==> src/rtl/ievq_pkg.sv <==
// Shared types and constants for the input event queue with knob filter.
// Holds payload structs, command codes and controller/datapath handshake structs.
// No dependencies.
`default_nettype none

package ievq_pkg;

  // Queue geometry
  localparam int unsigned QUEUE_DEPTH = 8;
  localparam int unsigned PTR_W       = $clog2(QUEUE_DEPTH);
  localparam int unsigned FILL_W      = $clog2(QUEUE_DEPTH + 1);

  // Field widths
  localparam int unsigned CMD_W    = 3;
  localparam int unsigned KEY_W    = 3;
  localparam int unsigned MX_W     = 2;
  localparam int unsigned RAW_W    = 12;
  localparam int unsigned TIME_W   = 32;
  localparam int unsigned GAP_W    = 16;
  localparam int unsigned TYPE_W   = 4;
  localparam int unsigned PARAM_W  = 7;
  localparam int unsigned LEVEL_W  = 7;
  localparam int unsigned CFG_IDX_W  = 2;
  localparam int unsigned CFG_DATA_W = 16;

  // Knob level mapping
  localparam int unsigned LEVEL_COUNT = 101;
  localparam logic [LEVEL_W-1:0] LEVEL_MAX   = LEVEL_W'(LEVEL_COUNT - 1);
  localparam logic [LEVEL_W-1:0] LEVEL_RESET = LEVEL_W'(50);
  localparam int unsigned DIVIDEND_W  = RAW_W + LEVEL_W;

  // Key handling
  localparam logic [KEY_W-1:0] KEY_COUNT = KEY_W'(4);

  // Event type codes
  localparam logic [TYPE_W-1:0] TYPE_SHORT_BASE = TYPE_W'(0);
  localparam logic [TYPE_W-1:0] TYPE_LONG_BASE  = TYPE_W'(4);
  localparam logic [TYPE_W-1:0] TYPE_MATRIX     = TYPE_W'(8);
  localparam logic [TYPE_W-1:0] TYPE_KNOB       = TYPE_W'(9);

  // Configuration reset values
  localparam logic [RAW_W-1:0] FULL_SCALE_RESET = RAW_W'(2740);
  localparam logic [RAW_W-1:0] MOVE_STEP_RESET  = RAW_W'(60);
  localparam logic [GAP_W-1:0] MIN_GAP_RESET    = GAP_W'(200);

  typedef enum logic [CMD_W-1:0] {
    CMD_SHORT  = 3'd0,
    CMD_LONG   = 3'd1,
    CMD_MATRIX = 3'd2,
    CMD_KNOB   = 3'd3,
    CMD_POP    = 3'd4,
    CMD_FLUSH  = 3'd5
  } cmd_e;

  typedef enum logic [CFG_IDX_W-1:0] {
    CFG_FULL_SCALE = 2'd0,
    CFG_MOVE_STEP  = 2'd1,
    CFG_MIN_GAP    = 2'd2
  } cfg_idx_e;

  typedef struct packed {
    logic [CMD_W-1:0]  command;
    logic [KEY_W-1:0]  key_index;
    logic [MX_W-1:0]   matrix_row;
    logic [MX_W-1:0]   matrix_col;
    logic [RAW_W-1:0]  pot_raw;
    logic [TIME_W-1:0] now_ms;
  } in_item_t;

  typedef struct packed {
    logic               event_valid;
    logic [TYPE_W-1:0]  event_type;
    logic [PARAM_W-1:0] event_param;
    logic [LEVEL_W-1:0] knob_level;
    logic [FILL_W-1:0]  queue_fill;
    logic               oldest_dropped;
  } out_item_t;

  typedef struct packed {
    logic [TYPE_W-1:0]  etype;
    logic [PARAM_W-1:0] param;
  } event_t;

  // Controller to datapath
  typedef struct packed {
    logic load_in;
    logic div_start;
    logic exec;
  } ctrl_cmd_t;

  // Datapath to controller
  typedef struct packed {
    logic new_is_knob;
    logic div_done;
    logic out_free;
  } ctrl_stat_t;

endpackage

`default_nettype wire

==> src/rtl/ievq_div.sv <==
// Bit-serial restoring divider for the knob level mapping.
// One quotient bit per cycle; depends on ievq_pkg.
`default_nettype none

module ievq_div (
  input  wire logic                            clk_i,
  input  wire logic                            rst_ni,
  input  wire logic                            start_i,
  input  wire logic [ievq_pkg::DIVIDEND_W-1:0] dividend_i,
  input  wire logic [ievq_pkg::RAW_W-1:0]      divisor_i,
  output logic                                 done_o,
  output logic [ievq_pkg::DIVIDEND_W-1:0]      quotient_o
);
  import ievq_pkg::*;

  localparam int unsigned CNT_W = $clog2(DIVIDEND_W);
  localparam logic [CNT_W-1:0] CNT_LAST = CNT_W'(DIVIDEND_W - 1);

  logic                  busy_q;
  logic [CNT_W-1:0]      cnt_q;
  logic [RAW_W-1:0]      rem_q, rem_d;
  logic [RAW_W-1:0]      dvs_q;
  logic [DIVIDEND_W-1:0] quo_q, quo_d;
  logic [RAW_W:0]        shifted, trial;
  logic                  fits;

  // One restoring step
  always_comb begin
    shifted = {rem_q, quo_q[DIVIDEND_W-1]};
    trial   = shifted - {1'b0, dvs_q};
    fits    = shifted >= {1'b0, dvs_q};
    rem_d   = fits ? trial[RAW_W-1:0] : shifted[RAW_W-1:0];
    quo_d   = {quo_q[DIVIDEND_W-2:0], fits};
  end

  // Control
  always_ff @(posedge clk_i or negedge rst_ni) begin
    if (!rst_ni) begin
      busy_q <= 1'b0;
      cnt_q  <= '0;
    end else if (start_i) begin
      busy_q <= 1'b1;
      cnt_q  <= '0;
    end else if (busy_q) begin
      cnt_q <= cnt_q + 1'b1;
      if (cnt_q == CNT_LAST) begin
        busy_q <= 1'b0;
      end
    end
  end

  // Operands and partial results
  always_ff @(posedge clk_i) begin
    if (start_i) begin
      rem_q <= '0;
      dvs_q <= divisor_i;
      quo_q <= dividend_i;
    end else if (busy_q) begin
      rem_q <= rem_d;
      quo_q <= quo_d;
    end
  end

  // Last step completes at this edge
  assign done_o     = busy_q && (cnt_q == CNT_LAST);
  assign quotient_o = quo_q;

endmodule

`default_nettype wire

==> src/rtl/ievq_datapath.sv <==
// Datapath: config registers, event queue, knob filter state and output register.
// Depends on ievq_pkg and ievq_div.
`default_nettype none

module ievq_datapath (
  input  wire logic                            clk_i,
  input  wire logic                            rst_ni,
  input  wire ievq_pkg::in_item_t              in_data_i,
  input  wire logic                            cfg_we_i,
  input  wire logic [ievq_pkg::CFG_IDX_W-1:0]  cfg_index_i,
  input  wire logic [ievq_pkg::CFG_DATA_W-1:0] cfg_wdata_i,
  input  wire logic                            out_stall_i,
  output logic                                 out_valid_o,
  output ievq_pkg::out_item_t                  out_data_o,
  input  wire ievq_pkg::ctrl_cmd_t             cmd_i,
  output ievq_pkg::ctrl_stat_t                 stat_o
);
  import ievq_pkg::*;

  // Configuration
  logic [RAW_W-1:0] full_scale_q, move_step_q;
  logic [GAP_W-1:0] min_gap_q;

  // Queue
  event_t            store_q [QUEUE_DEPTH];
  logic [PTR_W-1:0]  rd_q, rd_d, wr_q, wr_d;
  logic [FILL_W-1:0] fill_q, fill_d;

  // Knob state
  logic [RAW_W-1:0]   ref_q, ref_d;
  logic [LEVEL_W-1:0] level_q, level_d;
  logic               seeded_q, seeded_d;
  logic [TIME_W-1:0]  last_q, last_d;

  // Item and filter checks
  in_item_t          in_q;
  logic              gap_ok_q, move_ok_q;
  logic [TIME_W-1:0] elapsed;
  logic [RAW_W-1:0]  raw_diff;

  // Divider
  logic [RAW_W-1:0]      fs_eff;
  logic [DIVIDEND_W-1:0] product, quotient;
  logic                  div_done;
  logic [LEVEL_W-1:0]    new_level;

  // Result
  out_item_t         out_q, out_d;
  logic              out_valid_q;
  logic              push;
  event_t            push_ev;
  logic              ev_valid, dropped;
  event_t            pop_ev;

  function automatic logic [PTR_W-1:0] ptr_next(input logic [PTR_W-1:0] p);
    return (p == PTR_W'(QUEUE_DEPTH - 1)) ? '0 : p + 1'b1;
  endfunction

  // Configuration writes
  always_ff @(posedge clk_i or negedge rst_ni) begin
    if (!rst_ni) begin
      full_scale_q <= FULL_SCALE_RESET;
      move_step_q  <= MOVE_STEP_RESET;
      min_gap_q    <= MIN_GAP_RESET;
    end else if (cfg_we_i) begin
      unique case (cfg_idx_e'(cfg_index_i))
        CFG_FULL_SCALE: full_scale_q <= cfg_wdata_i[RAW_W-1:0];
        CFG_MOVE_STEP:  move_step_q  <= cfg_wdata_i[RAW_W-1:0];
        CFG_MIN_GAP:    min_gap_q    <= cfg_wdata_i[GAP_W-1:0];
        default: ;
      endcase
    end
  end

  // Input capture
  always_ff @(posedge clk_i) begin
    if (cmd_i.load_in) begin
      in_q <= in_data_i;
    end
  end

  // Gap and movement checks, settled long before a knob item executes
  assign elapsed  = in_q.now_ms - last_q;
  assign raw_diff = (in_q.pot_raw >= ref_q) ? (in_q.pot_raw - ref_q) : (ref_q - in_q.pot_raw);

  always_ff @(posedge clk_i) begin
    gap_ok_q  <= elapsed >= TIME_W'(min_gap_q);
    move_ok_q <= raw_diff >= move_step_q;
  end

  // Level mapping: raw * LEVEL_COUNT / full_scale
  assign fs_eff  = (full_scale_q == '0) ? RAW_W'(1) : full_scale_q;
  assign product = DIVIDEND_W'(in_q.pot_raw) * DIVIDEND_W'(LEVEL_COUNT);

  ievq_div u_div (
    .clk_i      (clk_i),
    .rst_ni     (rst_ni),
    .start_i    (cmd_i.div_start),
    .dividend_i (product),
    .divisor_i  (fs_eff),
    .done_o     (div_done),
    .quotient_o (quotient)
  );

  assign new_level = (quotient >= DIVIDEND_W'(LEVEL_COUNT)) ? LEVEL_MAX
                                                            : quotient[LEVEL_W-1:0];

  assign pop_ev = store_q[rd_q];

  // Command execution
  always_comb begin
    rd_d     = rd_q;
    wr_d     = wr_q;
    fill_d   = fill_q;
    ref_d    = ref_q;
    level_d  = level_q;
    seeded_d = seeded_q;
    last_d   = last_q;
    push     = 1'b0;
    push_ev  = '0;
    ev_valid = 1'b0;
    dropped  = 1'b0;

    unique case (cmd_e'(in_q.command))
      CMD_SHORT: begin
        if (in_q.key_index < KEY_COUNT) begin
          push          = 1'b1;
          push_ev.etype = TYPE_SHORT_BASE + TYPE_W'(in_q.key_index);
        end
      end
      CMD_LONG: begin
        if (in_q.key_index < KEY_COUNT) begin
          push          = 1'b1;
          push_ev.etype = TYPE_LONG_BASE + TYPE_W'(in_q.key_index);
        end
      end
      CMD_MATRIX: begin
        push          = 1'b1;
        push_ev.etype = TYPE_MATRIX;
        push_ev.param = PARAM_W'({in_q.matrix_row, in_q.matrix_col});
      end
      CMD_KNOB: begin
        if (!seeded_q) begin
          seeded_d = 1'b1;
          ref_d    = in_q.pot_raw;
          level_d  = new_level;
        end else if (gap_ok_q && move_ok_q) begin
          ref_d = in_q.pot_raw;
          if (new_level != level_q) begin
            level_d       = new_level;
            last_d        = in_q.now_ms;
            push          = 1'b1;
            push_ev.etype = TYPE_KNOB;
            push_ev.param = PARAM_W'(new_level);
          end
        end
      end
      CMD_POP: begin
        if (fill_q != '0) begin
          ev_valid = 1'b1;
          rd_d     = ptr_next(rd_q);
          fill_d   = fill_q - 1'b1;
        end
      end
      CMD_FLUSH: begin
        rd_d   = '0;
        wr_d   = '0;
        fill_d = '0;
      end
      default: ;
    endcase

    // Push with overwrite of the oldest entry when full
    if (push) begin
      wr_d = ptr_next(wr_q);
      if (fill_q == FILL_W'(QUEUE_DEPTH)) begin
        rd_d    = ptr_next(rd_q);
        dropped = 1'b1;
      end else begin
        fill_d = fill_q + 1'b1;
      end
    end

    out_d.event_valid    = ev_valid;
    out_d.event_type     = ev_valid ? pop_ev.etype : '0;
    out_d.event_param    = ev_valid ? pop_ev.param : '0;
    out_d.knob_level     = level_d;
    out_d.queue_fill     = fill_d;
    out_d.oldest_dropped = dropped;
  end

  // Queue and knob state
  always_ff @(posedge clk_i or negedge rst_ni) begin
    if (!rst_ni) begin
      rd_q     <= '0;
      wr_q     <= '0;
      fill_q   <= '0;
      ref_q    <= '0;
      level_q  <= LEVEL_RESET;
      seeded_q <= 1'b0;
      last_q   <= '0;
    end else if (cmd_i.exec) begin
      rd_q     <= rd_d;
      wr_q     <= wr_d;
      fill_q   <= fill_d;
      ref_q    <= ref_d;
      level_q  <= level_d;
      seeded_q <= seeded_d;
      last_q   <= last_d;
    end
  end

  // Event storage
  always_ff @(posedge clk_i) begin
    if (cmd_i.exec && push) begin
      store_q[wr_q] <= push_ev;
    end
  end

  // Output register
  always_ff @(posedge clk_i or negedge rst_ni) begin
    if (!rst_ni) begin
      out_valid_q <= 1'b0;
    end else if (cmd_i.exec) begin
      out_valid_q <= 1'b1;
    end else if (!out_stall_i) begin
      out_valid_q <= 1'b0;
    end
  end

  always_ff @(posedge clk_i) begin
    if (cmd_i.exec) begin
      out_q <= out_d;
    end
  end

  assign out_valid_o = out_valid_q;
  assign out_data_o  = out_q;

  assign stat_o.new_is_knob = (in_data_i.command == CMD_KNOB);
  assign stat_o.div_done    = div_done;
  assign stat_o.out_free    = !out_valid_q || !out_stall_i;

  // Checks
  a_fill_bound: assert property (@(posedge clk_i) disable iff (!rst_ni)
    fill_q <= FILL_W'(QUEUE_DEPTH))
    else $error("queue fill above depth");

  a_drop_full: assert property (@(posedge clk_i) disable iff (!rst_ni)
    (cmd_i.exec && dropped) |=> (fill_q == FILL_W'(QUEUE_DEPTH)) && out_q.oldest_dropped)
    else $error("overwrite flagged on a queue that was not full");

  a_pop_count: assert property (@(posedge clk_i) disable iff (!rst_ni)
    (cmd_i.exec && ev_valid) |=> (fill_q == $past(fill_q) - 1'b1) && out_q.event_valid)
    else $error("pop did not retire exactly one entry");

endmodule

`default_nettype wire

==> src/rtl/ievq_ctrl.sv <==
// Controller state machine: accept, divider sequencing, execute and result hand-off.
// Depends on ievq_pkg.
`default_nettype none

module ievq_ctrl (
  input  wire logic                 clk_i,
  input  wire logic                 rst_ni,
  input  wire logic                 in_valid_i,
  output logic                      in_stall_o,
  input  wire ievq_pkg::ctrl_stat_t stat_i,
  output ievq_pkg::ctrl_cmd_t       cmd_o
);
  import ievq_pkg::*;

  typedef enum logic [1:0] {
    ST_IDLE,
    ST_LOAD,
    ST_WAIT,
    ST_EXEC
  } state_e;

  state_e state_q;

  // State register and transitions
  always_ff @(posedge clk_i or negedge rst_ni) begin
    if (!rst_ni) begin
      state_q <= ST_IDLE;
    end else begin
      unique case (state_q)
        ST_IDLE: begin
          if (in_valid_i) begin
            state_q <= stat_i.new_is_knob ? ST_LOAD : ST_EXEC;
          end
        end
        ST_LOAD: state_q <= ST_WAIT;
        ST_WAIT: begin
          if (stat_i.div_done) begin
            state_q <= ST_EXEC;
          end
        end
        ST_EXEC: begin
          if (stat_i.out_free) begin
            state_q <= ST_IDLE;
          end
        end
        default: state_q <= ST_IDLE;
      endcase
    end
  end

  // Commands
  assign in_stall_o      = (state_q != ST_IDLE);
  assign cmd_o.load_in   = (state_q == ST_IDLE) && in_valid_i;
  assign cmd_o.div_start = (state_q == ST_LOAD);
  assign cmd_o.exec      = (state_q == ST_EXEC) && stat_i.out_free;

endmodule

`default_nettype wire

==> src/rtl/input_event_queue_with_knob_filter.sv <==
// Top level of the input event queue with knob filter.
// Depends on ievq_pkg, ievq_ctrl and ievq_datapath.
//
// Eight-entry event queue that overwrites its oldest entry when full, fed by key,
// matrix and knob commands, and drained by pop or flush. Every accepted item returns
// exactly one result on the output channel. Key, matrix, pop, flush and unknown
// commands go from acceptance straight to the execute state, which registers their
// result once the output is free. A knob sample first passes through the load state,
// then waits while the bit-serial divider that maps the raw reading to a level
// produces its 19 quotient bits one per cycle, then executes. The next item is taken
// once the controller is back in idle after execute; a stalled output holds it in
// execute. One item is in flight at a time; a finished result waits in the output
// register while the next item is taken.
// Configuration writes are taken at any edge with cfg_we_i high and must only be
// issued while no item is in flight.
`default_nettype none

module input_event_queue_with_knob_filter (
  input  wire logic                            clk_i,
  input  wire logic                            rst_ni,
  input  wire logic                            in_valid_i,
  output logic                                 in_stall_o,
  input  wire ievq_pkg::in_item_t              in_data_i,
  output logic                                 out_valid_o,
  input  wire logic                            out_stall_i,
  output ievq_pkg::out_item_t                  out_data_o,
  input  wire logic                            cfg_we_i,
  input  wire logic [ievq_pkg::CFG_IDX_W-1:0]  cfg_index_i,
  input  wire logic [ievq_pkg::CFG_DATA_W-1:0] cfg_wdata_i
);
  import ievq_pkg::*;

  ctrl_cmd_t  cmd;
  ctrl_stat_t stat;

  ievq_ctrl u_ctrl (
    .clk_i      (clk_i),
    .rst_ni     (rst_ni),
    .in_valid_i (in_valid_i),
    .in_stall_o (in_stall_o),
    .stat_i     (stat),
    .cmd_o      (cmd)
  );

  ievq_datapath u_dp (
    .clk_i       (clk_i),
    .rst_ni      (rst_ni),
    .in_data_i   (in_data_i),
    .cfg_we_i    (cfg_we_i),
    .cfg_index_i (cfg_index_i),
    .cfg_wdata_i (cfg_wdata_i),
    .out_stall_i (out_stall_i),
    .out_valid_o (out_valid_o),
    .out_data_o  (out_data_o),
    .cmd_i       (cmd),
    .stat_o      (stat)
  );

endmodule

`default_nettype wire
==> config.mk <==
export PLATFORM = sky130hd
export DESIGN_NAME = input_event_queue_with_knob_filter
export DESIGN_NICKNAME = d
export VERILOG_FILES = /design/src/rtl/ievq_pkg.sv /design/src/rtl/ievq_div.sv /design/src/rtl/ievq_datapath.sv /design/src/rtl/ievq_ctrl.sv /design/src/rtl/input_event_queue_with_knob_filter.sv
export SDC_FILE = /design/constraint.sdc
export NUM_CORES = 1
export LEC_CHECK = 0
export BUFFER_PORTS_ARGS = -buffer_cell sky130_fd_sc_hd__buf_2
export CORE_MARGIN = 4
export CORE_UTILIZATION = 60
export CTS_BUF_LIST = sky130_fd_sc_hd__clkbuf_4 sky130_fd_sc_hd__clkbuf_8
export CTS_CLUSTER_DIAMETER = 80
export CTS_CLUSTER_SIZE = 30
export DETAILED_ROUTE_END_ITERATION = 10
export GPL_ROUTABILITY_DRIVEN = 0
export HOLD_SLACK_MARGIN = 0.02
export PLACE_DENSITY = 0.76
export RECOVER_POWER = 25
export SLEW_MARGIN = 10
export SYNTH_ARGS = -nofsm -noshare
export SYNTH_HDL_FRONTEND = slang
export SYNTH_SLANG_ARGS = --single-unit
==> constraint.sdc <==
create_clock -name clk_i -period 12.3 [get_ports clk_i]
set_input_delay 1.23 -clock clk_i [delete_from_list [all_inputs] [get_ports clk_i]]
set_output_delay 1.23 -clock clk_i [all_outputs]
set_load 0.01 [all_outputs]
==> results.txt, run 1 <==
----------------------------------------------------
[Status]
  Outcome ... complete, but fails checks
  Failing checks ... max-capacitance violations, max-slew violations

[Die]
  Die height ... between 150 and 200 um
  Initial Utilization ... between 60% and 70%
  Die boundary width ... between 150 and 200 um
  Overall die area ... around 33000 sq um
  Core area ... ~30000 sq um
  Top Ports ... a little over 100
  Standard-cell row count ... 63

[Synthesis]
  Cell Area, Synth ... 18170 sq um
  Library cell occupying the most area in the post-synthesis netlist ... sky130_fd_sc_hd__edfxtp_1
  Top_reg_cell synth ... sky130_fd_sc_hd__edfxtp_1
  Leading post-synthesis cells by instance count ... 197 x sky130_fd_sc_hd__edfxtp_1, 170 x sky130_fd_sc_hd__inv_1, 162 x sky130_fd_sc_hd__ha_1
  Synth Area per Inst ... 11.40 sq um
  Number of nets in the synthesized netlist ... roughly 1.8k
  Async S/R FF share, synth ... between 30% and 40%
  Number of synthesized flops with an enable pin ... 197
  Most common cell in the synthesized netlist ... sky130_fd_sc_hd__edfxtp_1
  Share of the synthesized area in the top cell type ... approximately a third
  Sequential element share of the synthesized area ... about half
  Yosys warning count ... 0
  Largest cells by area after synthesis ... sky130_fd_sc_hd__edfxtp_1 33%, sky130_fd_sc_hd__dfrtp_1 13%, sky130_fd_sc_hd__ha_1 11%
  Cell variety after synth ... 81
  Post-synthesis cell count ... around 1.6k
  Post-synthesis sequential element count ... around 320

[Global route]
  All-Layer GR Usage ... a little over a fifth
  Sum of overflow across all layers after global routing ... 0
  Via count of the first global-routing pass ... approximately 12k
  Largest net degree at the start of global routing ... 73
  Global-route wire length before repair ... 59.58 mm
  Initial antenna violation count ... 4

[Setup path]
  Arrival time worst endpoint ... just under 5 ns
  Slowest Stage Delay on Critical Path ... 1.93 ns
  Startpoint type of the worst setup path ... flip-flop
  Critical path class ... flip-flop to flip-flop
  Crit path cell chain ... inv_1, ha_1, clkbuf_1, inv_1, nand2_1
  CP required ... between 10 and 15 ns
  Most used cell along the critical path ... sky130_fd_sc_hd__inv_1
  Slowest cell on the critical path ... sky130_fd_sc_hd__clkbuf_1
  Number of buffer and inverter instances along the worst setup path ... 3
  Crit path max fanout ... between 50 and 60
  Gate family responsible for the most delay along the worst path ... buffers and inverters
  Setup crit end kind ... flip-flop

[Routing]
  Number of design rule violations left after detail routing ... 0
  Number of detailed-routing iterations run before antenna repair ... 7
  Initial DRC count ... slightly below 900
  Via count of the routed design ... between 10k and 15k
  Vias per Instance ... a little under 6
  Per-cell routed wire length ... around 17 um
  Number of antenna-violating nets in the routed design ... 0
  Total detailed-routing wirelength ... around 36 mm

[Timing]
  Unrepaired setup endpoints after global routing ... no
  Worst slew margin relative to its limit ... -82.65%
  Worst clock skew on the final layout ... 0.03559 ns
  Worst slew pin tran ... between 2 and 3 ns
  Final setup vio count ... 0
  Final number of hold-violating endpoints ... 0
  Setup TNS after final layout ... 0 ns
  Final critical-path share of the clock period ... approximately two fifths
  Final critical-path required period ... ~4.7 ns
  Final max-slew violation count ... 94
  Highest clock rate ... approximately 210 MHz

[Layout]
  Reg area ... around 9000 sq um
  Combined area of the multi-input logic cells ... approximately 8300 sq um
  Number of diodes added for antenna fixing ... 0
  Share of cells above drive strength 1 ... between 10 and 15%
  Layout fillers ... 2232
  Number of nets in the layout ... between 1.5k and 2k
  Final core utilization ... approximately two thirds
  Post-Layout Inst Area ... approximately 19000 sq um
  Area delta synth->final ... 6.626%

[Pwr]
  Reported net switching power ... 1.876 mW
  Part of the total power dissipated in the clock network ... a little over a tenth
  Leakage Power ... ~8.3 nW
  Power share of the combinational group ... between 50 and 60%
  Worst voltage drop across the vdd grid ... 0.1391 mV
  Cell-internal power ... about 2.7 mW
  Switching part of the total power ... 40.66%
  Sequential share of power ... between 30% and 40%
  Power per unit of standard cell area ... between 200 and 250 nW/um^2

[CTS]
  Clock transition time at the flip-flop clock pins of the worst setup and hold paths ... roughly 0.17 ns
  Number of buffers inserted during clock tree synthesis ... 16
  CTS tree ... built
  Clock Latency Late Sink ... 0.58 ns
  Hold_buf cts ... 0
  H-tree depth reported by CTS ... 1
  Total clock sinks ... about 320
  Count of buffers added by post-CTS timing repair for setup ... 0
  Maximum buffer depth of the clock tree ... 3
  Number of gates resized after CTS ... 0
  Root Buffer ... sky130_fd_sc_hd__clkbuf_8

[Run]
  Number of violations of the max-capacitance limit ... 3

[Placed design]
  Area post-placement ... between 15000 and 20000 sq um
  DP HPWL ... 26.55 mm
  Port Buffers ... ~100

[Hold path]
  Hold Path Class ... flip-flop to flip-flop

----------------------------------------------------
==> flip-flops by register name (all words and copies together), names as in the netlist, 2 cells and up <==
| register | flops |
|---|---|
| u_dp.full_scale_q | 12 |
| u_dp.u_div.rem_q | 12 |
| u_dp.min_gap_q | 16 |
| u_dp.fill_q | 4 |
| u_dp.out_data_o | 24 |
| u_dp.move_step_q | 12 |
| u_dp.ref_q | 12 |
| u_dp.wr_q | 3 |
| u_dp.level_q | 7 |
| u_dp.u_div.cnt_q | 5 |
| u_dp.in_q | 54 |
| u_dp.u_div.dvs_q | 12 |
| u_dp.rd_q | 3 |
| u_dp.u_div.quotient_o | 19 |
| u_dp.last_q | 32 |
| u_dp.store_q | 88 |
| u_ctrl.state_q | 2 |
==> power by group through the flow <==
| stage | Clock [mW] | Sequential, mW | Combinational [mW] |
|---|---|---|---|
| 6_report | 0.504 | 1.64 | 2.47 |
| 5_1_grt | 0.566 | 1.68 | 2.80 |
| 4_1_cts | 0.521 | 1.64 | 2.47 |
| 3_5_place_dp | 0 | 1.67 | 2.45 |
| 3_3_place_gp | 0 | 1.66 | 2.37 |
| 2_1_floorplan | 0 | 1.61 | 1.96 |
==> metrics by stage <==
stage | std cells | power, mW | hold slack (ns) | setup WS, ns
6_report | 2070 | 4.615 | 0.4976 | 7.559
5_1_grt | 2070 | 5.045 | 0.5191 | 7.245
4_1_cts | 2070 | 4.631 | 0.4960 | 7.576
3_5_place_dp | 2042 | 4.113 | 0.4585 | 7.596
3_3_place_gp | 2042 | 4.028 | 0.4631 | 7.779
2_1_floorplan | 1593 | 3.568 | 0.4623 | 8.006
==> layer usage <==
| metal | share of wire (%) | global-route usage [%] | vias to the layer above | wire length [um] |
|---|---|---|---|---|
| li1 | - | - | 5878 | - |
| met1 | 46 | 31.94 | 5862 | 16560 |
| met2 | 47 | 35.48 | 291 | 17050 |
| met3 | 5.5 | 3.305 | 53 | 1972 |
| met4 | 1.4 | 3.512 | 8 | 513 |
| met5 | 0.17 | 0 | - | 61 |
==> area by class of cell <==
cell class | count | area share [%]
Timing Repair Buffer | 111 | 2.887
Clock buffer | 22 | 1.402
Inverter | 172 | 3.333
Multi-Input combinational cell | 1047 | 43.01
Clock inverter | 6 | 0.4199
Tap cell | 390 | 2.519
Sequential cell | 322 | 46.43
==> final timing paths <==
path	from	end	slack [ns]	cells after the start
worst min-delay path	u_dp.full_scale_q[10]	u_dp.u_div.dvs_q[10]	0.50	0
worst max register to register	u_ctrl.state_q[1]	u_dp.u_div.quotient_o[13]	7.56	5
worst max-delay path	u_ctrl.state_q[1]	u_dp.u_div.quotient_o[13]	7.56	5
max in group asynchronous	rst_ni	u_dp.ref_q[8]	9.08	2
min in group asynchronous	rst_ni	u_dp.full_scale_q[6]	1.28	1
worst min register to register	u_dp.full_scale_q[10]	u_dp.u_div.dvs_q[10]	0.50	0
==> cells by family after synthesis <==
group           Yosys count  share of synthesized area [%]
simple gates            356                          9.464
compound gates          330                          11.72
flops                   322                          49.51
buf+inv                 224                          4.690
fa+ha+maj               179                          13.03
mux                     119                          8.547
xor+xnor                 63                          3.037
==> worst reg2reg max path: cells and delay by family, from the launching register on <==
kind / cells / cell delay (ns)
fa+ha+maj: 1 / 0.16
buf+inv: 3 / 2.86
flops: 1 / 0.43
simple gates: 1 / 0.91
==> placed cells by master (no fill, tap or decap), types with 41 or more instances in the layout <==
cell type                  instances
sky130_fd_sc_hd__buf_2            93
sky130_fd_sc_hd__nor2_1           84
sky130_fd_sc_hd__dfrtp_1          95
sky130_fd_sc_hd__edfxtp_1        197
sky130_fd_sc_hd__xnor2_1          41
sky130_fd_sc_hd__a21oi_1          82
sky130_fd_sc_hd__o21ai_0          45
sky130_fd_sc_hd__ha_1            162
sky130_fd_sc_hd__mux2_2           59
sky130_fd_sc_hd__nand2_1         116
sky130_fd_sc_hd__o21ai_1          46
sky130_fd_sc_hd__inv_1           170
(Power assumes the default switching activity.)
==> inputs of run 2 (changes only) <==
CORE_UTILIZATION = 58   (was 60)
clock period = 4 ns   (was 12.3 ns; I/O delays follow)
==> results.txt, run 2 (same netlist as run 1, synthesis figures left out) <==
----------------------------------------------------
[Routing]
  Total detailed-routing wirelength ... 38.77 mm (+7.2%)
  Per-cell routed wire length ... 17.63 um (+0.95%)
  Vias per Instance ... 5.728 (-2.0%)
  Initial DRC count ... 862 (-3.4%)
  Number of antenna-violating nets in the routed design ... 0 (unchanged)
  Number of design rule violations left after detail routing ... 0 (unchanged)
  Via count of the routed design ... 12.60k (+4.2%)
  Number of detailed-routing iterations run before antenna repair ... 5 (-2)

[Layout]
  Final core utilization ... 67.35% (+2.2 points)
  Finished Layout Cells ... 2199 (+6.2%)
  Share of cells above drive strength 1 ... 19.02% (+4.7 points)
  Most frequent cells in the layout ... 197 x sky130_fd_sc_hd__edfxtp_1, 166 x sky130_fd_sc_hd__inv_1, 153 x sky130_fd_sc_hd__ha_1, 116 x sky130_fd_sc_hd__nand2_1, 94 x sky130_fd_sc_hd__dfrtp_1
  Number of nets in the layout ... 2048 (+6.3%)
  Register with the highest flop count ... u_dp.store_q
  Largest registers ... u_dp.store_q: 88 flops, u_dp.in_q: 54 flops, u_dp.last_q: 32 flops
  Area delta synth->final ... 14.01%
  Post-Layout Inst Area ... 20710 sq um (+6.9%)
  Largest register FFs ... 88 (unchanged)
  Number of diodes added for antenna fixing ... 0 (unchanged)
  Leading cell type in the layout, fill and taps excluded ... sky130_fd_sc_hd__edfxtp_1

[Setup path]
  Worst reg2reg path depth ... 22 (+17)
  CP required ... 4.49 ns (-8.01 ns)
  Critical path class ... flip-flop to flip-flop
  Startpoint type of the worst setup path ... flip-flop
  Setup crit end kind ... flip-flop
  Arrival time worst endpoint ... 4.74 ns (-0.20 ns)
  Crit path max fanout ... 2 (-96%)

[Global route]
  Global-route wire length before repair ... 63.60 mm (+6.7%)
  Busiest grt layer ... met2
  All-Layer GR Usage ... 22.76% (+0.99 points)
  Routing usage on met2 ... 39.86% (+4.4 points)
  Global Route met1 Usage ... 30.60% (-1.3 points)
  Global routing met3 resource utilization ... 3.064% (-0.24 points)
  Initial antenna violation count ... 0 (-4)
  Via count of the first global-routing pass ... 12.65k (+7.1%)
  Sum of overflow across all layers after global routing ... 0 (unchanged)
  Largest net degree at the start of global routing ... 64 (-12%)

[Pwr]
  Leakage Power ... 8.900 nW (+7.1%)
  Worst voltage drop across the vdd grid ... 0.4792 mV (+240%)
  Power per unit of standard cell area ... 742.4 nW/um^2 (+210%)

[CTS]
  Total clock sinks ... 322 (unchanged)
  Clock transition time at the flip-flop clock pins of the worst setup and hold paths ... 0.16 ns (about the same)
  H-tree depth reported by CTS ... 1 (unchanged)
  Clock Latency Late Sink ... 0.60 ns (+0.02 ns)
  Maximum buffer depth of the clock tree ... 3 (unchanged)
  Root Buffer ... sky130_fd_sc_hd__clkbuf_8
  CTS tree ... built
  Number of buffers inserted during clock tree synthesis ... 17 (+1)

[Hold path]
  Number of cells on the worst hold path ... 3 (+3)
  Hold Path Class ... primary input to flip-flop

[Status]
  Failing checks ... max-capacitance violations, max-slew violations, negative setup slack
  Outcome ... complete, but fails checks

[Timing]
  Worst slew margin relative to its limit ... -17.17% (+65 points)
  Unrepaired setup endpoints after global routing ... yes
  Final critical-path share of the clock period ... 106.3% (+68 points)
  Worst slew pin tran ... 1.758 ns (-0.9821 ns)
  Smallest setup slack after layout ... -0.2518 ns (-7.811 ns)
  Final max-slew violation count ... 64 (-32%)
  Final number of hold-violating endpoints ... 0 (unchanged)
  Highest clock rate ... 235.2 MHz (+12%)
  Final setup vio count ... 1 (+1)
  Setup TNS after final layout ... -0.2518 ns (-0.2518 ns)
  Final critical-path required period ... 4.252 ns (-0.4895 ns)
  Worst clock skew on the final layout ... 0.04008 ns (+0.004490 ns)

[Die]
  Standard-cell row count ... 64 (+1.6%)
  Die boundary width ... 185.0 um (+1.6%)
  Core area ... 30750 sq um (+3.5%)
  Overall die area ... 34220 sq um (+3.3%)
  Initial Utilization ... 59.08% (-2.1 points)
  Die height ... 185.0 um (+1.6%)
  Top Ports ... 103 (unchanged)

[Placed design]
  Area post-placement ... 19460 sq um (+2.2%)
  Port Buffers ... 102 (unchanged)
  Placed Instances ... 2098 (+2.7%)
  DP HPWL ... 27.80 mm (+4.7%)

[Run]
  Number of violations of the max-capacitance limit ... 1 (-2)

----------------------------------------------------
run 2: changes by cell type in the layout (fill, tap and decap cells not counted), sizes merged:
| cell | change |
|---|---|
| clkbuf | -1 |
| buf | +60 |
| clkinv | +1 |
| dlygate4sd3 | +59 |
| inv | +2 |
| clkinvlp | +2 |
run 2: layout make-up:
type                            count  area, sq um
Fill cell                        2300        10040
Sequential cell                   322         8995
Multi-Input combinational cell   1047         8576
Timing Repair Buffer              232         1625
Inverter                          172        645.6
Tap cell                          396        495.5
Clock buffer                       19        249.0
Clock inverter                     11        125.1
run 2: per-layer routing:
| metal | part of all wire (%) | wire length, um | vias to the layer above |
|---|---|---|---|
| met1 | 43 | 16850 | 6143 |
| met3 | 4.5 | 1744 | 58 |
| li1 | - | - | 6112 |
| met4 | 2.0 | 765 | 0 |
| met2 | 50 | 19410 | 282 |
| met5 | 0 | 0 | - |
run 2: timing repair:
action | in CTS | in global routing
endpoints found under the setup margin | 4 | 6
pin swaps | 17 | 13
hold buffers | 59 | 0
setup buffers | 6 | 7
resized for setup | 9 | 30
endpoints found under the hold margin | 105 | 0
run 2: worst paths after layout:
path / slack (ns) / startpoint / endpoint
hold reg to reg: 0.50 / u_dp.u_div.rem_q[0] / u_dp.u_div.rem_q[0]
hold / removal: 0.08 / out_stall_i / u_dp.out_valid_o
setup / recovery: -0.25 / u_dp.in_q[0] / u_dp.gap_ok_q
min in group asynchronous: 0.78 / rst_ni / u_dp.fill_q[2]
max in group asynchronous: 2.04 / rst_ni / u_dp.out_valid_o
setup reg to reg: -0.25 / u_dp.in_q[0] / u_dp.gap_ok_q
run 2: power breakdown:
| part | switching [mW] | total [mW] | internal, mW | leakage, nW |
|---|---|---|---|---|
| Combinational | 4.57 | 8.68 | 4.11 | 5.50 |
| Clock | 1.12 | 1.61 | 0.489 | 0.184 |
| Sequential | 0.590 | 5.08 | 4.49 | 3.22 |
| Total | 6.28 | 15.4 | 9.09 | 8.90 |
run 2: metrics by stage:
stage	setup WS (ns)	hold slack [ns]	total power, mW
2_1_floorplan	-0.09081	0.1044	11.05
3_3_place_gp	-0.3116	0.4641	12.78
3_5_place_dp	-0.3672	0.4702	13.05
4_1_cts	-0.2718	0.04087	14.88
5_1_grt	-0.5481	0.03658	16.76
6_report	-0.2518	0.08133	15.38
run 2: critical path: stages (launching register included):
cell and delay (ns):
sky130_fd_sc_hd__edfxtp_1 0.41, sky130_fd_sc_hd__inv_1 0.07, sky130_fd_sc_hd__ha_2 0.17, sky130_fd_sc_hd__inv_2 0.04, sky130_fd_sc_hd__fa_2 0.34, sky130_fd_sc_hd__a211oi_2 0.23, sky130_fd_sc_hd__o211ai_1 0.17, sky130_fd_sc_hd__a31oi_1 0.21
sky130_fd_sc_hd__nor2b_1 0.07, sky130_fd_sc_hd__o21a_1 0.19, sky130_fd_sc_hd__o21ai_1 0.12, sky130_fd_sc_hd__nand2b_1 0.08, sky130_fd_sc_hd__a21oi_2 0.13, sky130_fd_sc_hd__xnor2_1 0.08, sky130_fd_sc_hd__ha_2 0.17, sky130_fd_sc_hd__a21o_1 0.15
sky130_fd_sc_hd__a21o_1 0.18, sky130_fd_sc_hd__a21oi_2 0.11, sky130_fd_sc_hd__nand4_1 0.09, sky130_fd_sc_hd__a2111o_1 0.35, sky130_fd_sc_hd__or4_4 0.41, sky130_fd_sc_hd__nor4_2 0.25, sky130_fd_sc_hd__o2111ai_1 0.13
==> inputs of run 3 (changes only) <==
BUFFER_PORTS_ARGS = unset   (was -buffer_cell sky130_fd_sc_hd__buf_2)
CORE_UTILIZATION = 60   (was 58)
DONT_BUFFER_PORTS = 1   (was unset)
==> results.txt, run 3 (same netlist as run 1, synthesis figures left out) <==
----------------------------------------------------
[Status]
  Outcome ... complete, but fails checks
  Failing checks ... negative setup slack

[Setup path]
  Setup crit end kind ... flip-flop
  Gate family responsible for the most delay along the worst path ... compound AO/OA/AOI/OAI gates
  Slowest cell on the critical path ... sky130_fd_sc_hd__edfxtp_1
  Crit path max fanout ... 2 (unchanged)
  Arrival time worst endpoint ... 4.89 ns (+0.15 ns)
  CP required ... 4.46 ns (-0.03 ns)
  Critical path class ... flip-flop to flip-flop
  Crit path cell chain ... inv_1, ha_2, inv_2, fa_2, a211oi_2, o211ai_1, a31oi_2, buf_4, buf_4, buf_4, buf_4, buf_4, buf_4, buf_4, xnor2_1, ha_1, a21o_1, a21o_1, a21oi_1, o22ai_1, a2111o_1, or4_1, nor4_2, o2111ai_1
  Most used cell along the critical path ... sky130_fd_sc_hd__buf_4
  Slowest Stage Delay on Critical Path ... 0.42 ns (about the same)
  Startpoint type of the worst setup path ... flip-flop
  Number of buffer and inverter instances along the worst setup path ... 9 (+7)

[Die]
  Initial Utilization ... 61.13% (+2.1 points)
  Standard-cell row count ... 63 (-1.6%)
  Overall die area ... 33120 sq um (-3.2%)
  Core area ... 29720 sq um (-3.4%)
  Top Ports ... 103 (unchanged)
  Die boundary width ... 182 um (-1.6%)
  Die height ... 182 um (-1.6%)

[CTS]
  Root Buffer ... sky130_fd_sc_hd__clkbuf_8
  Total clock sinks ... 322 (unchanged)
  H-tree depth reported by CTS ... 1 (unchanged)
  Number of buffers inserted during clock tree synthesis ... 15 (-2)
  Maximum buffer depth of the clock tree ... 3 (unchanged)
  Clock transition time at the flip-flop clock pins of the worst setup and hold paths ... 0.17 ns (about the same)
  Clock Latency Late Sink ... 0.59 ns (about the same)
  CTS tree ... built

[Pwr]
  Worst voltage drop across the vdd grid ... 0.4532 mV (-5.4%)
  Cell-internal power ... 9.047 mW (-0.50%)
  Switching part of the total power ... 40.24% (-0.63 points)
  Part of the total power dissipated in the clock network ... 10.0% (-0.5 points)
  Reported net switching power ... 6.091 mW (-3.1%)
  Power per unit of standard cell area ... 744.4 nW/um^2 (+0.27%)
  Overall power of the completed layout ... 15.14 mW (-1.5%)
  Sequential share of power ... 33.6% (+0.6 points)
  Power share of the combinational group ... 56.4% (about the same)
  Leakage Power ... 8.563 nW (-3.8%)

[Timing]
  Final critical-path required period ... 4.429 ns (+0.1768 ns)
  Highest clock rate ... 225.8 MHz (-4.0%)
  Worst hold slack ... 0.1065 ns (+0.02516 ns)
  Unrepaired setup endpoints after global routing ... yes
  Final critical-path share of the clock period ... 110.7% (+4.4 points)
  Final number of hold-violating endpoints ... 0 (unchanged)
  Setup TNS after final layout ... -0.4286 ns (-0.1768 ns)
  Worst clock skew on the final layout ... 0.03640 ns (-0.003687 ns)
  Worst slew margin relative to its limit ... 25.30% (+42 points)
  Smallest setup slack after layout ... -0.4286 ns (-0.1768 ns)
  Final setup vio count ... 1 (unchanged)
  Final max-slew violation count ... 0 (-100%)
  Worst slew pin tran ... 1.121 ns (-0.6370 ns)

[Global route]
  Busiest grt layer ... met2
  Global routing met3 resource utilization ... 3.686% (+0.62 points)
  Sum of overflow across all layers after global routing ... 0 (unchanged)
  Initial antenna violation count ... 4 (+4)
  Via count of the first global-routing pass ... 12.61k (-0.30%)
  Global-route wire length before repair ... 62.71 mm (-1.4%)
  Largest net degree at the start of global routing ... 112 (+75%)
  Global Route met1 Usage ... 30.19% (-0.41 points)
  Routing usage on met2 ... 39.89% (about the same)
  All-Layer GR Usage ... 22.84% (+0.084 points)

[Layout]
  Combined area of the multi-input logic cells ... 8572 sq um (about the same)
  Register with the highest flop count ... u_dp.store_q
  Reg area ... 8994 sq um (about the same)
  Largest registers ... u_dp.store_q: 88 flops, u_dp.in_q: 54 flops, u_dp.last_q: 32 flops
  Layout fillers ... 2084 (-9.4%)
  Number of nets in the layout ... 1959 (-4.3%)
  Area delta synth->final ... 11.94%
  Share of cells above drive strength 1 ... 14.89% (-4.1 points)
  Leading cell type in the layout, fill and taps excluded ... sky130_fd_sc_hd__edfxtp_1
  Most frequent cells in the layout ... 197 x sky130_fd_sc_hd__edfxtp_1, 162 x sky130_fd_sc_hd__inv_1, 152 x sky130_fd_sc_hd__ha_1, 116 x sky130_fd_sc_hd__nand2_1, 95 x sky130_fd_sc_hd__dfrtp_1
  Post-Layout Inst Area ... 20340 sq um (-1.8%)
  Largest register FFs ... 88 (unchanged)

[Routing]
  Vias per Instance ... 5.870 (+2.5%)
  Total detailed-routing wirelength ... 38.14 mm (-1.6%)
  Number of antenna-violating nets in the routed design ... 0 (unchanged)
  Via count of the routed design ... 12.36k (-1.9%)
  Per-cell routed wire length ... 18.12 um (+2.8%)
  Number of detailed-routing iterations run before antenna repair ... 5 (unchanged)
  Number of design rule violations left after detail routing ... 0 (unchanged)
  Initial DRC count ... 752 (-13%)

[Placed design]
  Area post-placement ... 18880 sq um (-3.0%)
  Port Buffers ... 0 (-100%)
  Placement Setup Slack ... -0.3993 ns (-0.03208 ns)
  DP HPWL ... 26.78 mm (-3.7%)

[Run]
  Number of violations of the max-capacitance limit ... 0 (-1)

[Hold path]
  Hold Path Class ... primary input to flip-flop

----------------------------------------------------
run 3: cell count changes in the layout (fill, tap and decap cells not counted), sizes merged, moves of 3 or more:
cell / previous run / this run
buf: 160 / 73
clkbuf: 32 / 21
diode: 0 / 3
dlygate4sd3: 59 / 72
inv: 178 / 173
run 3: path summary, 6_finish.rpt:
check | depth (start not counted) | startpoint | slack (ns) | to
min in group asynchronous | 2 | rst_ni | 0.36 | u_dp.fill_q[0]
min reg2reg | 2 | u_dp.u_div.rem_q[11] | 0.51 | u_dp.u_div.rem_q[11]
max | 24 | u_dp.in_q[0] | -0.43 | u_dp.gap_ok_q
min | 2 | in_valid_i | 0.11 | u_ctrl.state_q[0]
max reg2reg | 24 | u_dp.in_q[0] | -0.43 | u_dp.gap_ok_q
max in group asynchronous | 2 | rst_ni | 3.06 | u_dp.ref_q[10]
run 3: area by class of cell:
class / instances / area share, %
inverters: 172 / 3.175
flip-flops and latches: 322 / 44.23
repair buffers: 145 / 6.356
clock buffers: 21 / 1.267
multi-input cells: 1047 / 42.15
diodes: 3 / 0.03692
clock inverters: 5 / 0.3876
well taps: 390 / 2.400
run 3: per-stage QoR:
step	util (%)	std cells
2_1_floorplan	-	1593
3_3_place_gp	63.53	1982
3_5_place_dp	63.53	1982
4_1_cts	67.54	2089
5_1_grt	68.43	2105
6_report	68.43	2105
run 3: power by group through the flow:
stage / Clock (mW) / Sequential [mW] / Combinational (mW)
6_report: 1.51 / 5.08 / 8.54
5_1_grt: 1.68 / 5.17 / 9.63
4_1_cts: 1.56 / 5.08 / 8.02
3_5_place_dp: 0 / 5.16 / 7.69
3_3_place_gp: 0 / 5.12 / 7.44
2_1_floorplan: 0 / 4.95 / 6.10
run 3: layer usage:
metal  up-vias  wire [um]  part of all wire [%]
met5         -         13                 0.034
met1      6040      16490                    43
met4         2        818                   2.1
met3        75       1745                   4.6
met2       296      19070                    50
li1       5943          -                     -
run 3: timing repair:
item | CTS | global route
hold buffers | 73 | 0
hold endpoints to repair | 206 | 0
gates cloned | 0 | 0
buffers inserted | 8 | 13
endpoints found under the setup margin | 4 | 8
gates resized for setup | 13 | 30
pin swaps | 16 | 25
